**config.mk**
```make
export PLATFORM = sky130hd
export DESIGN_NAME = grid_step_sequencer_playhead_top
export DESIGN_NICKNAME = d
export VERILOG_FILES = /design/src/rtl/core/gsp_pkg.sv /design/src/rtl/core/gsp_ram.sv /design/src/rtl/core/gsp_divider.sv /design/src/rtl/core/gsp_motion.sv /design/src/rtl/core/grid_step_sequencer_playhead_top.sv
export VERILOG_INCLUDE_DIRS = /design/src /design/src/rtl/core
export SDC_FILE = /design/constraint.sdc
export NUM_CORES = 2
export LEC_CHECK = 0
export BUFFER_PORTS_ARGS = -buffer_cell sky130_fd_sc_hd__buf_2
export CORE_MARGIN = 2
export CORE_UTILIZATION = 40
export DETAILED_ROUTE_END_ITERATION = 12
export PLACE_DENSITY = 0.63
export SETUP_SLACK_MARGIN = 0.2
export SLEW_MARGIN = 10
export SYNTH_ARGS = -nofsm -noshare
export SYNTH_HDL_FRONTEND = slang
export SYNTH_HIERARCHICAL = 1
export SYNTH_SLANG_ARGS = --single-unit
```
**constraint.sdc**
```tcl
create_clock -name clk -period 22.3 [get_ports clk]
set_input_delay 2.23 -clock clk [delete_from_list [all_inputs] [get_ports clk]]
set_output_delay 2.23 -clock clk [all_outputs]
set_load 0.1 [all_outputs]
```
**src/rtl/core/grid_step_sequencer_playhead_top_macros.svh**
```systemverilog
// Assertion macros for the grid step sequencer playhead.
// Used by grid_step_sequencer_playhead_top; empty when SYNTHESIS is defined.
`ifndef GRID_STEP_SEQUENCER_PLAYHEAD_TOP_MACROS_SVH
`define GRID_STEP_SEQUENCER_PLAYHEAD_TOP_MACROS_SVH
`ifndef SYNTHESIS
// same-cycle implication
`define GSP_ASSERT_IMPLIES(label, clk, rst_n, pre, post) \
    label: assert property (@(posedge clk) disable iff (!rst_n) (pre) |-> (post)) \
        else $error("same-cycle check failed");
// next-cycle implication
`define GSP_ASSERT_NEXT(label, clk, rst_n, pre, post) \
    label: assert property (@(posedge clk) disable iff (!rst_n) (pre) |=> (post)) \
        else $error("next-cycle check failed");
`else
`define GSP_ASSERT_IMPLIES(label, clk, rst_n, pre, post)
`define GSP_ASSERT_NEXT(label, clk, rst_n, pre, post)
`endif
`endif

```
**src/rtl/core/gsp_pkg.sv**
```systemverilog
// Types, codes and helper functions for the grid step sequencer playhead.
// No dependencies; imported by gsp_divider, gsp_motion and the top level.
`timescale 1ns / 1ps

package gsp_pkg;

    localparam int COLUMNS = 64;
    localparam int ROWS    = 16;
    localparam int COL_W   = $clog2(COLUMNS);
    localparam int ROW_W   = $clog2(ROWS);
    localparam int LEN_W   = COL_W + 1;
    localparam int CNT_W   = $clog2(ROWS + 1);
    localparam int FRAC_W  = 16;
    localparam int SCALE_W = 10;
    localparam int DIV_W   = COL_W + SCALE_W;
    localparam int DIV_BITS  = 4;
    localparam int DIV_STEPS = DIV_W / DIV_BITS;
    localparam int STEP_W    = $clog2(DIV_STEPS);

    localparam logic [COL_W-1:0]   LAST_COLUMN = COL_W'(COLUMNS - 1);
    localparam logic [LEN_W-1:0]   LEN_MAX     = LEN_W'(COLUMNS);
    localparam logic [SCALE_W-1:0] SCALE_MAX   = '1;

    localparam logic [2:0] OP_CLOCK    = 3'd0;
    localparam logic [2:0] OP_ARM      = 3'd1;
    localparam logic [2:0] OP_CLEAR    = 3'd2;
    localparam logic [2:0] OP_SET_CELL = 3'd3;
    localparam logic [2:0] OP_LOCATE   = 3'd4;

    localparam logic [2:0] MODE_FORWARD      = 3'd0;
    localparam logic [2:0] MODE_BACKWARD     = 3'd1;
    localparam logic [2:0] MODE_PINGPONG     = 3'd2;
    localparam logic [2:0] MODE_PINGPONG_ALT = 3'd3;
    localparam logic [2:0] MODE_RANDOM       = 3'd4;

    typedef enum logic [1:0] {
        CFG_START,
        CFG_LENGTH,
        CFG_MODE,
        CFG_SCALE
    } cfg_index_t;

    typedef enum logic [2:0] {
        ST_IDLE,
        ST_MODIFY,
        ST_FETCH,
        ST_DIVIDE,
        ST_FINISH
    } state_t;

    typedef struct packed {
        logic [2:0]        op;
        logic [COL_W-1:0]  column;
        logic [ROW_W-1:0]  row;
        logic              cell_value;
        logic [FRAC_W-1:0] random_fraction;
    } item_t;

    typedef struct packed {
        logic [COL_W-1:0]   position;
        logic [ROWS-1:0]    column_gates;
        logic [CNT_W-1:0]   rows_on;
        logic               end_of_cycle;
        logic [SCALE_W-1:0] position_scaled;
    } result_t;

    typedef struct packed {
        logic [COL_W-1:0] start_column;
        logic [LEN_W-1:0] loop_length;
        logic [2:0]       play_mode;
        logic             absolute_scale;
    } cfg_t;

    typedef struct packed {
        logic [COL_W-1:0] lo;
        logic [COL_W-1:0] hi;
        logic [LEN_W-1:0] len;
    } bounds_t;

    typedef struct packed {
        logic [COL_W-1:0] pos;
        logic             eoc;
    } motion_t;

    typedef struct packed {
        logic busy;
        logic last;
    } div_status_t;

    function automatic bounds_t loop_bounds(cfg_t c);
        bounds_t          b;
        logic [LEN_W-1:0] last_sum;
        b.lo = c.start_column;
        if (c.loop_length == '0)
            b.len = LEN_W'(1);
        else if (c.loop_length > LEN_MAX)
            b.len = LEN_MAX;
        else
            b.len = c.loop_length;
        last_sum = {1'b0, b.lo} + b.len - LEN_W'(1);
        b.hi = (last_sum > {1'b0, LAST_COLUMN}) ? LAST_COLUMN : last_sum[COL_W-1:0];
        return b;
    endfunction

    function automatic logic [CNT_W-1:0] count_ones(logic [ROWS-1:0] v);
        logic [2:0]       nib [4];
        logic [CNT_W-1:0] total;
        for (int n = 0; n < 4; n++)
        begin
            nib[n] = 3'(v[4*n]) + 3'(v[4*n+1]) + 3'(v[4*n+2]) + 3'(v[4*n+3]);
        end
        total = CNT_W'(nib[0]) + CNT_W'(nib[1]) + CNT_W'(nib[2]) + CNT_W'(nib[3]);
        return total;
    endfunction

endpackage

```
**src/rtl/core/gsp_ram.sv**
```systemverilog
// Generic single-write, single-read RAM with registered read data.
// No dependencies.
`timescale 1ns / 1ps

module gsp_ram #(
    parameter int WIDTH = 16,
    parameter int DEPTH = 64
) (
    input  logic                     clk,
    input  logic                     we,
    input  logic [$clog2(DEPTH)-1:0] waddr,
    input  logic [WIDTH-1:0]         wdata,
    input  logic [$clog2(DEPTH)-1:0] raddr,
    output logic [WIDTH-1:0]         rdata
);

    logic [WIDTH-1:0] mem_reg [DEPTH];
    logic [WIDTH-1:0] rdata_reg;

    always_ff @(posedge clk)
    begin
        if (we)
        begin
            mem_reg[waddr] <= wdata;
        end
        rdata_reg <= mem_reg[raddr];
    end

    assign rdata = rdata_reg;

endmodule

```
**src/rtl/core/gsp_divider.sv**
```systemverilog
// Iterative restoring divider, DIV_BITS quotient bits per cycle.
// Depends on gsp_pkg.
`timescale 1ns / 1ps

module gsp_divider (
    input  logic                      clk,
    input  logic                      rst_n,
    input  logic                      start,
    input  logic [gsp_pkg::DIV_W-1:0] dividend,
    input  logic [gsp_pkg::COL_W-1:0] divisor,
    output gsp_pkg::div_status_t      status,
    output logic [gsp_pkg::DIV_W-1:0] quotient
);
    import gsp_pkg::*;

    logic              busy_reg, busy_next;
    logic [STEP_W-1:0] cnt_reg, cnt_next;
    logic [DIV_W-1:0]  work_reg, work_next;
    logic [COL_W-1:0]  rem_reg, rem_next;
    logic [COL_W-1:0]  divisor_reg, divisor_next;

    logic [DIV_W-1:0]  work_w;
    logic [COL_W-1:0]  rem_w;
    logic [COL_W:0]    trial;
    logic              last_w;

    assign last_w = busy_reg && (cnt_reg == STEP_W'(DIV_STEPS - 1));

    // one batch of compare-subtract steps
    always_comb
    begin
        rem_w  = rem_reg;
        work_w = work_reg;
        trial  = '0;
        for (int i = 0; i < DIV_BITS; i++)
        begin
            trial  = {rem_w, work_w[DIV_W-1]};
            work_w = {work_w[DIV_W-2:0], 1'b0};
            if (trial >= {1'b0, divisor_reg})
            begin
                rem_w     = COL_W'(trial - {1'b0, divisor_reg});
                work_w[0] = 1'b1;
            end
            else
            begin
                rem_w = trial[COL_W-1:0];
            end
        end
    end

    always_comb
    begin
        busy_next    = busy_reg;
        cnt_next     = cnt_reg;
        work_next    = work_reg;
        rem_next     = rem_reg;
        divisor_next = divisor_reg;
        if (start)
        begin
            busy_next    = 1'b1;
            cnt_next     = '0;
            work_next    = dividend;
            rem_next     = '0;
            divisor_next = divisor;
        end
        else if (busy_reg)
        begin
            work_next = work_w;
            rem_next  = rem_w;
            cnt_next  = cnt_reg + STEP_W'(1);
            if (last_w)
            begin
                busy_next = 1'b0;
            end
        end
    end

    always_ff @(posedge clk or negedge rst_n)
    begin
        if (!rst_n)
        begin
            busy_reg <= 1'b0;
            cnt_reg  <= '0;
        end
        else
        begin
            busy_reg <= busy_next;
            cnt_reg  <= cnt_next;
        end
    end

    always_ff @(posedge clk)
    begin
        work_reg    <= work_next;
        rem_reg     <= rem_next;
        divisor_reg <= divisor_next;
    end

    assign status.busy = busy_reg;
    assign status.last = last_w;
    assign quotient    = work_reg;

endmodule

```
**src/rtl/core/gsp_motion.sv**
```systemverilog
// Playhead state and stepping: play modes, arming, locate, end-of-cycle flag.
// Depends on gsp_pkg.
`timescale 1ns / 1ps

module gsp_motion (
    input  logic           clk,
    input  logic           rst_n,
    input  gsp_pkg::cfg_t  cfg,
    input  logic           update,
    input  gsp_pkg::item_t item,
    output gsp_pkg::motion_t motion
);
    import gsp_pkg::*;

    logic [COL_W-1:0] playhead_reg, playhead_next;
    logic             armed_reg, armed_next;
    logic             fwd_reg, fwd_next;
    logic             seen_reg, seen_next;
    logic             eoc_reg, eoc_next;

    bounds_t                 b;
    logic [2:0]              mode;
    logic [LEN_W-1:0]        far_sum;
    logic [FRAC_W+LEN_W-1:0] prod;
    logic [LEN_W-1:0]        off;
    logic signed [7:0]       s_w, e_w, far_w, ph0, step, step_c, loc_w, loc_c;
    logic                    seen0, fwd_step, seen_step, eoc_step;

    assign b       = loop_bounds(cfg);
    assign mode    = (cfg.play_mode > MODE_RANDOM) ? MODE_RANDOM : cfg.play_mode;
    assign s_w     = $signed({2'b00, b.lo});
    assign e_w     = $signed({2'b00, b.hi});
    assign far_sum = {1'b0, b.lo} + b.len;
    assign far_w   = (far_sum > {1'b0, LAST_COLUMN}) ? $signed({2'b00, LAST_COLUMN})
                                                     : $signed({1'b0, far_sum});
    assign prod    = item.random_fraction * b.len;
    assign off     = prod[FRAC_W+LEN_W-1:FRAC_W];
    assign loc_w   = $signed({2'b00, item.column});
    assign loc_c   = (loc_w < s_w) ? s_w : ((loc_w > e_w) ? e_w : loc_w);

    always_comb
    begin
        if (armed_reg)
            ph0 = (mode == MODE_BACKWARD || mode == MODE_PINGPONG_ALT) ? s_w : far_w;
        else
            ph0 = $signed({2'b00, playhead_reg});
        seen0     = armed_reg ? 1'b0 : seen_reg;
        step      = ph0;
        fwd_step  = fwd_reg;
        seen_step = seen0;
        eoc_step  = 1'b0;
        case (mode)
            MODE_FORWARD:
            begin
                step     = ph0 + 8'sd1;
                fwd_step = 1'b1;
                if (step > e_w)
                begin
                    step      = s_w;
                    eoc_step  = seen0;
                    seen_step = 1'b1;
                end
            end
            MODE_BACKWARD:
            begin
                step     = (ph0 > s_w) ? ph0 - 8'sd1 : e_w;
                fwd_step = 1'b0;
                if (step == e_w)
                begin
                    eoc_step  = seen0;
                    seen_step = 1'b1;
                end
            end
            MODE_PINGPONG, MODE_PINGPONG_ALT:
            begin
                if (fwd_reg)
                begin
                    if (ph0 < e_w)
                        step = ph0 + 8'sd1;
                    else
                    begin
                        step      = ph0 - 8'sd1;
                        fwd_step  = 1'b0;
                        eoc_step  = seen0;
                        seen_step = 1'b1;
                    end
                end
                else
                begin
                    if (ph0 > s_w)
                        step = ph0 - 8'sd1;
                    else
                    begin
                        step      = ph0 + 8'sd1;
                        fwd_step  = 1'b1;
                        eoc_step  = seen0;
                        seen_step = 1'b1;
                    end
                end
            end
            default:
            begin
                step = s_w + $signed({1'b0, off});
            end
        endcase
        step_c = (step < s_w) ? s_w : ((step > e_w) ? e_w : step);
    end

    always_comb
    begin
        playhead_next = playhead_reg;
        armed_next    = armed_reg;
        fwd_next      = fwd_reg;
        seen_next     = seen_reg;
        eoc_next      = eoc_reg;
        if (update)
        begin
            eoc_next = 1'b0;
            case (item.op)
                OP_CLOCK:
                begin
                    playhead_next = step_c[COL_W-1:0];
                    armed_next    = 1'b0;
                    fwd_next      = fwd_step;
                    seen_next     = seen_step;
                    eoc_next      = eoc_step;
                end
                OP_ARM:
                begin
                    armed_next = 1'b1;
                end
                OP_LOCATE:
                begin
                    playhead_next = loc_c[COL_W-1:0];
                    armed_next    = 1'b0;
                    seen_next     = 1'b0;
                end
                default:
                begin
                end
            endcase
        end
    end

    always_ff @(posedge clk or negedge rst_n)
    begin
        if (!rst_n)
        begin
            playhead_reg <= '0;
            armed_reg    <= 1'b1;
            fwd_reg      <= 1'b1;
            seen_reg     <= 1'b0;
            eoc_reg      <= 1'b0;
        end
        else
        begin
            playhead_reg <= playhead_next;
            armed_reg    <= armed_next;
            fwd_reg      <= fwd_next;
            seen_reg     <= seen_next;
            eoc_reg      <= eoc_next;
        end
    end

    assign motion.pos = armed_reg ? b.lo : playhead_reg;
    assign motion.eoc = eoc_reg;

endmodule

```
**src/rtl/core/grid_step_sequencer_playhead_top.sv**
```systemverilog
// Top level of the grid step sequencer playhead: config, sequencer, grid RAM.
// Depends on gsp_pkg, gsp_ram, gsp_divider, gsp_motion and the macros header.
//
// Usage:
//   item channel (item_valid / item_stall / item): one operation per beat:
//   clock, arm reset, clear grid, set cell or locate.
//   result channel (result_valid / result_stall / result): one beat per item,
//   giving the shown column, its gates, the gate count, the end-of-cycle flag
//   and the scaled position.
//   cfg channel (cfg_valid / cfg_ready / cfg_index / cfg_data): register writes,
//   always ready; write only while no item is in flight.
// Sequence: a taken item passes through the fetch, divide and finish states
//   (set cell first adds a modify state, a read-modify-write of the grid
//   column). A new item is taken only back in idle, after the result is loaded;
//   the scaled-position divider gives 4 quotient bits per cycle over 16 bits.
// The result sits in an output register; the next item is taken while it
//   waits, and the sequencer holds in its final state while the receiver stalls
//   with a result still pending.
// Reset: config returns to start 0, length 64, forward, loop scaling; the grid
//   reads empty at once through per-column valid bits (no clearing pass);
//   the playhead is armed.
`timescale 1ns / 1ps
`include "grid_step_sequencer_playhead_top_macros.svh"

module grid_step_sequencer_playhead_top (
    input  logic                   clk,
    input  logic                   rst_n,
    input  logic                   item_valid,
    output logic                   item_stall,
    input  gsp_pkg::item_t         item,
    output logic                   result_valid,
    input  logic                   result_stall,
    output gsp_pkg::result_t       result,
    input  logic                   cfg_valid,
    output logic                   cfg_ready,
    input  gsp_pkg::cfg_index_t    cfg_index,
    input  logic [gsp_pkg::LEN_W-1:0] cfg_data
);
    import gsp_pkg::*;

    state_t           state_reg, state_next;
    cfg_t             cfg_reg, cfg_next;
    item_t            item_reg, item_next;
    logic [COLUMNS-1:0] col_valid_reg, col_valid_next;
    logic             zero_reg, zero_next;
    result_t          result_reg, result_next;
    logic             result_valid_reg, result_valid_next;

    logic             accept, ram_we, div_start, load_result, out_free;
    logic [COL_W-1:0] raddr;
    logic [ROWS-1:0]  rdata, wdata, base_word, gates;
    motion_t          motion;
    div_status_t      div_status;
    logic [DIV_W-1:0] quotient, dividend;
    bounds_t          b;
    logic [COL_W-1:0] lo, hi, span;
    logic [COL_W:0]   diff;
    logic [SCALE_W-1:0] scaled;

    assign cfg_ready = 1'b1;
    assign out_free  = !result_valid_reg || !result_stall;

    // next state
    always_comb
    begin
        state_next = state_reg;
        case (state_reg)
            ST_IDLE:
            begin
                if (item_valid)
                    state_next = (item.op == OP_SET_CELL) ? ST_MODIFY : ST_FETCH;
            end
            ST_MODIFY: state_next = ST_FETCH;
            ST_FETCH:  state_next = ST_DIVIDE;
            ST_DIVIDE:
            begin
                if (div_status.last)
                    state_next = ST_FINISH;
            end
            ST_FINISH:
            begin
                if (out_free)
                    state_next = ST_IDLE;
            end
            default:   state_next = ST_IDLE;
        endcase
    end

    // sequencer outputs
    always_comb
    begin
        item_stall  = 1'b1;
        accept      = 1'b0;
        ram_we      = 1'b0;
        div_start   = 1'b0;
        load_result = 1'b0;
        raddr       = motion.pos;
        case (state_reg)
            ST_IDLE:
            begin
                item_stall = 1'b0;
                accept     = item_valid;
                raddr      = item.column;
            end
            ST_MODIFY: ram_we = 1'b1;
            ST_FETCH:  div_start = 1'b1;
            ST_FINISH: load_result = out_free;
            default:
            begin
            end
        endcase
    end

    always_comb
    begin
        cfg_next = cfg_reg;
        if (cfg_valid && cfg_ready)
        begin
            case (cfg_index)
                CFG_START:  cfg_next.start_column   = cfg_data[COL_W-1:0];
                CFG_LENGTH: cfg_next.loop_length    = cfg_data;
                CFG_MODE:   cfg_next.play_mode      = cfg_data[2:0];
                CFG_SCALE:  cfg_next.absolute_scale = cfg_data[0];
                default:
                begin
                end
            endcase
        end
    end

    // grid column update
    assign base_word = col_valid_reg[item_reg.column] ? rdata : '0;
    always_comb
    begin
        wdata                = base_word;
        wdata[item_reg.row]  = item_reg.cell_value;
    end

    always_comb
    begin
        col_valid_next = col_valid_reg;
        if (accept && item.op == OP_CLEAR)
            col_valid_next = '0;
        else if (ram_we)
            col_valid_next[item_reg.column] = 1'b1;
    end

    assign item_next = accept ? item : item_reg;

    // scaling operands
    assign b        = loop_bounds(cfg_reg);
    assign lo       = cfg_reg.absolute_scale ? '0 : b.lo;
    assign hi       = cfg_reg.absolute_scale ? LAST_COLUMN : b.hi;
    assign span     = hi - lo;
    assign diff     = {1'b0, motion.pos} - {1'b0, lo};
    assign dividend = {diff[COL_W-1:0], SCALE_W'(0)} - DIV_W'(diff[COL_W-1:0]);
    assign zero_next = div_start ? ((span == '0) || diff[COL_W] || (diff == '0)) : zero_reg;

    assign gates  = col_valid_reg[motion.pos] ? rdata : '0;
    assign scaled = zero_reg ? '0
                  : ((quotient[DIV_W-1:SCALE_W] != '0) ? SCALE_MAX : quotient[SCALE_W-1:0]);

    always_comb
    begin
        result_next = result_reg;
        if (load_result)
        begin
            result_next.position        = motion.pos;
            result_next.column_gates    = gates;
            result_next.rows_on         = count_ones(gates);
            result_next.end_of_cycle    = motion.eoc;
            result_next.position_scaled = scaled;
        end
    end

    always_comb
    begin
        if (load_result)
            result_valid_next = 1'b1;
        else if (!result_stall)
            result_valid_next = 1'b0;
        else
            result_valid_next = result_valid_reg;
    end

    always_ff @(posedge clk or negedge rst_n)
    begin
        if (!rst_n)
        begin
            state_reg        <= ST_IDLE;
            cfg_reg          <= '{start_column: '0, loop_length: LEN_MAX,
                                  play_mode: MODE_FORWARD, absolute_scale: 1'b0};
            col_valid_reg    <= '0;
            result_valid_reg <= 1'b0;
        end
        else
        begin
            state_reg        <= state_next;
            cfg_reg          <= cfg_next;
            col_valid_reg    <= col_valid_next;
            result_valid_reg <= result_valid_next;
        end
    end

    always_ff @(posedge clk)
    begin
        item_reg   <= item_next;
        zero_reg   <= zero_next;
        result_reg <= result_next;
    end

    gsp_ram #(
        .WIDTH(ROWS),
        .DEPTH(COLUMNS)
    ) u_grid (
        .clk   (clk),
        .we    (ram_we),
        .waddr (item_reg.column),
        .wdata (wdata),
        .raddr (raddr),
        .rdata (rdata)
    );

    gsp_motion u_motion (
        .clk    (clk),
        .rst_n  (rst_n),
        .cfg    (cfg_reg),
        .update (accept),
        .item   (item),
        .motion (motion)
    );

    gsp_divider u_div (
        .clk      (clk),
        .rst_n    (rst_n),
        .start    (div_start),
        .dividend (dividend),
        .divisor  (span),
        .status   (div_status),
        .quotient (quotient)
    );

    assign result_valid = result_valid_reg;
    assign result       = result_reg;

    `GSP_ASSERT_IMPLIES(a_load_from_finish, clk, rst_n, $rose(result_valid), $past(state_reg) == ST_FINISH)
    `GSP_ASSERT_IMPLIES(a_div_last_in_divide, clk, rst_n, div_status.last, state_reg == ST_DIVIDE)
    `GSP_ASSERT_NEXT(a_fetch_starts_div, clk, rst_n, state_reg == ST_FETCH, div_status.busy)

endmodule
```
==> run metrics <==
FP Rows=about 140; # setup viols final=0; CTS tree=done; Post-CTS Setup Bufs=0; Leak=22.1 nW; post-synthesis net count=slightly below 4000; slew of the pin with the lowest slew margin=between 1 and 1.5 ns; Global Route Usage Sum=0.192; Max-Cap Viols=0; die area=around 150000 um2; hold_buf cts=0; pre-CTS setup slack=about 12 ns; Post-Layout Inst Area=approximately 64000 um2; Layout Nets=between 4000 and 5000; Slew HR=0.170; VDD IR max=between 0.0003 and 0.0004 V; starting density of the core=0.403; reg2reg end=u_motion/playhead_reg[5]; final core utilization=0.452; Final Hold Fails=0; mapped cell area=about 57000 um2; PnR worst setup slack=around 13 ns; Worst Setup Start Kind=register; DRC=0; clock sink count=about 1200; fmax=between 100 and 150 MHz; I/O pins=85; Final min period=9.40 ns; Post-CTS Resized=0; RSZ-0062 raised after global routing=false; CP required=22.90 ns; final WL=141 mm; Syn Area/Cell=roughly 15 um2; first drt pass iteration count=8; Iter 0 DRT Violations=3562; Hold EP=u_motion/seen_reg; register-to-register setup slack=about 13 ns; clk_skew=roughly 0.026 ns; Core Region=142000 um2; DP Area=between 60000 and 70000 um2; PwrDens=between 150 and 200 nW/um2; most common library cell in the layout ignoring fill and taps=edfxtp_1; grt total ovfl=0; CTS max path bufs=3; H-tree depth=3; remaining antenna violation count=0; outcome=complete, no violations; Die H=roughly 380 um; final RePlAce weighted congestion=roughly 0.9; CP max FO=14; cell count after synthesis=about 3700; worst hold start=u_motion/seen_reg; pin count of the biggest net entering global routing=about 110; WHS Path Cells=2; worst reg2reg path depth=36; vias in the first global route=between 30000 and 40000; YS warnings=6; IO buf count=just over 80; fin. max-slew vios=0; Crit Path Category=register to register; FF-to-FF Start=cfg_reg[9]; CP dominant cell by count=ha_1; Via density=5.69; Tcrit/Tclk final=0.421; CP max stage cell=o21bai_1; dpl hpwl=89.8 mm; global-route wire length before repair=~210 mm; initial antenna violation count=5; Critical Path End Type=register; clk slew on worst S/H paths=approximately 0.060 ns; Root Driver=clkbuf_16; clock latency on the worst-skew pair=about 0.73 ns; CP max stage delay=roughly 0.74 ns; Avg WL per Cell=between 20 and 25 um; Hold Crit Class=register to register; crit path DAT=~10 ns; max reg flops=approximately 1000; cts bufs inserted=roughly 110; most frequent cells in the layout=edfxtp_1 (1096), nand2_1 (256), mux4_2 (240), nor2_1 (240), inv_1 (182); Horiz. Die Dim=between 300 and 400 um; fraction of layout cells with a size suffix above 1=0.205; detailed-route via count=33152; area delta synth->final=12.2%; final sum of negative setup slack=0 ns
==> power by group <==
part,total (mW),switching [mW],internal (mW)
Sequential,3.02,0.111,2.91
Clock,2.10,0.866,1.24
Combinational,5.68,3.34,2.34
==> worst max path at each step <==
stage	from	to	cells after the start
after floorplan	item[3]	u_motion/playhead_reg[5]	34
after global placement	item[3]	u_motion/playhead_reg[5]	35
after detailed placement	item[3]	u_motion/playhead_reg[5]	35
after CTS	cfg_reg[8]	u_motion/playhead_reg[5]	36
after global routing	cfg_reg[8]	u_motion/playhead_reg[5]	36
final	cfg_reg[9]	u_motion/playhead_reg[5]	36
==> metrics by stage <==
stage	hold WS (ns)	power, mW	instances
finish	0.512	10.8	5828
global route	0.517	11.5	5827
CTS	0.501	10.8	5827
detailed placement	0.485	8.68	5613
global placement	0.480	8.65	5613
floorplan	0.471	7.29	3697
==> worst max-delay path: cells and delay by family (launching register included) <==
family / cells / cell delay [ns]
xor gates and xnor gates: 1 / 0.20
and+or+nand+nor: 12 / 2.74
DFF: 1 / 0.42
buffers and inverters: 3 / 0.36
adders and majority gates: 4 / 1.26
AOI/OAI and AO/OA: 13 / 3.32
muxes: 3 / 0.96
==> metal layers <==
| layer | vias to the layer above | global-route usage | routed length [um] |
|---|---|---|---|
| met4 | 2 | 0.0475 | 3020 |
| met3 | 208 | 0.0347 | 11300 |
| met5 | - | 0 | 13 |
| li1 | 14534 | - | - |
| met2 | 1327 | 0.304 | 66400 |
| met1 | 17081 | 0.275 | 60500 |
==> layout make-up <==
type	count	area, um2
Antenna cell	1	2.50
Clock buffer	127	2920
Clock inverter	87	1160
Fill cell	12291	77600
Inverter	185	697
Multi-Input combinational cell	2112	19800
Sequential cell	1216	35800
Tap cell	1890	2360
Timing Repair Buffer	210	1400
No activity file was read; power rests on OpenSTA's default activity.
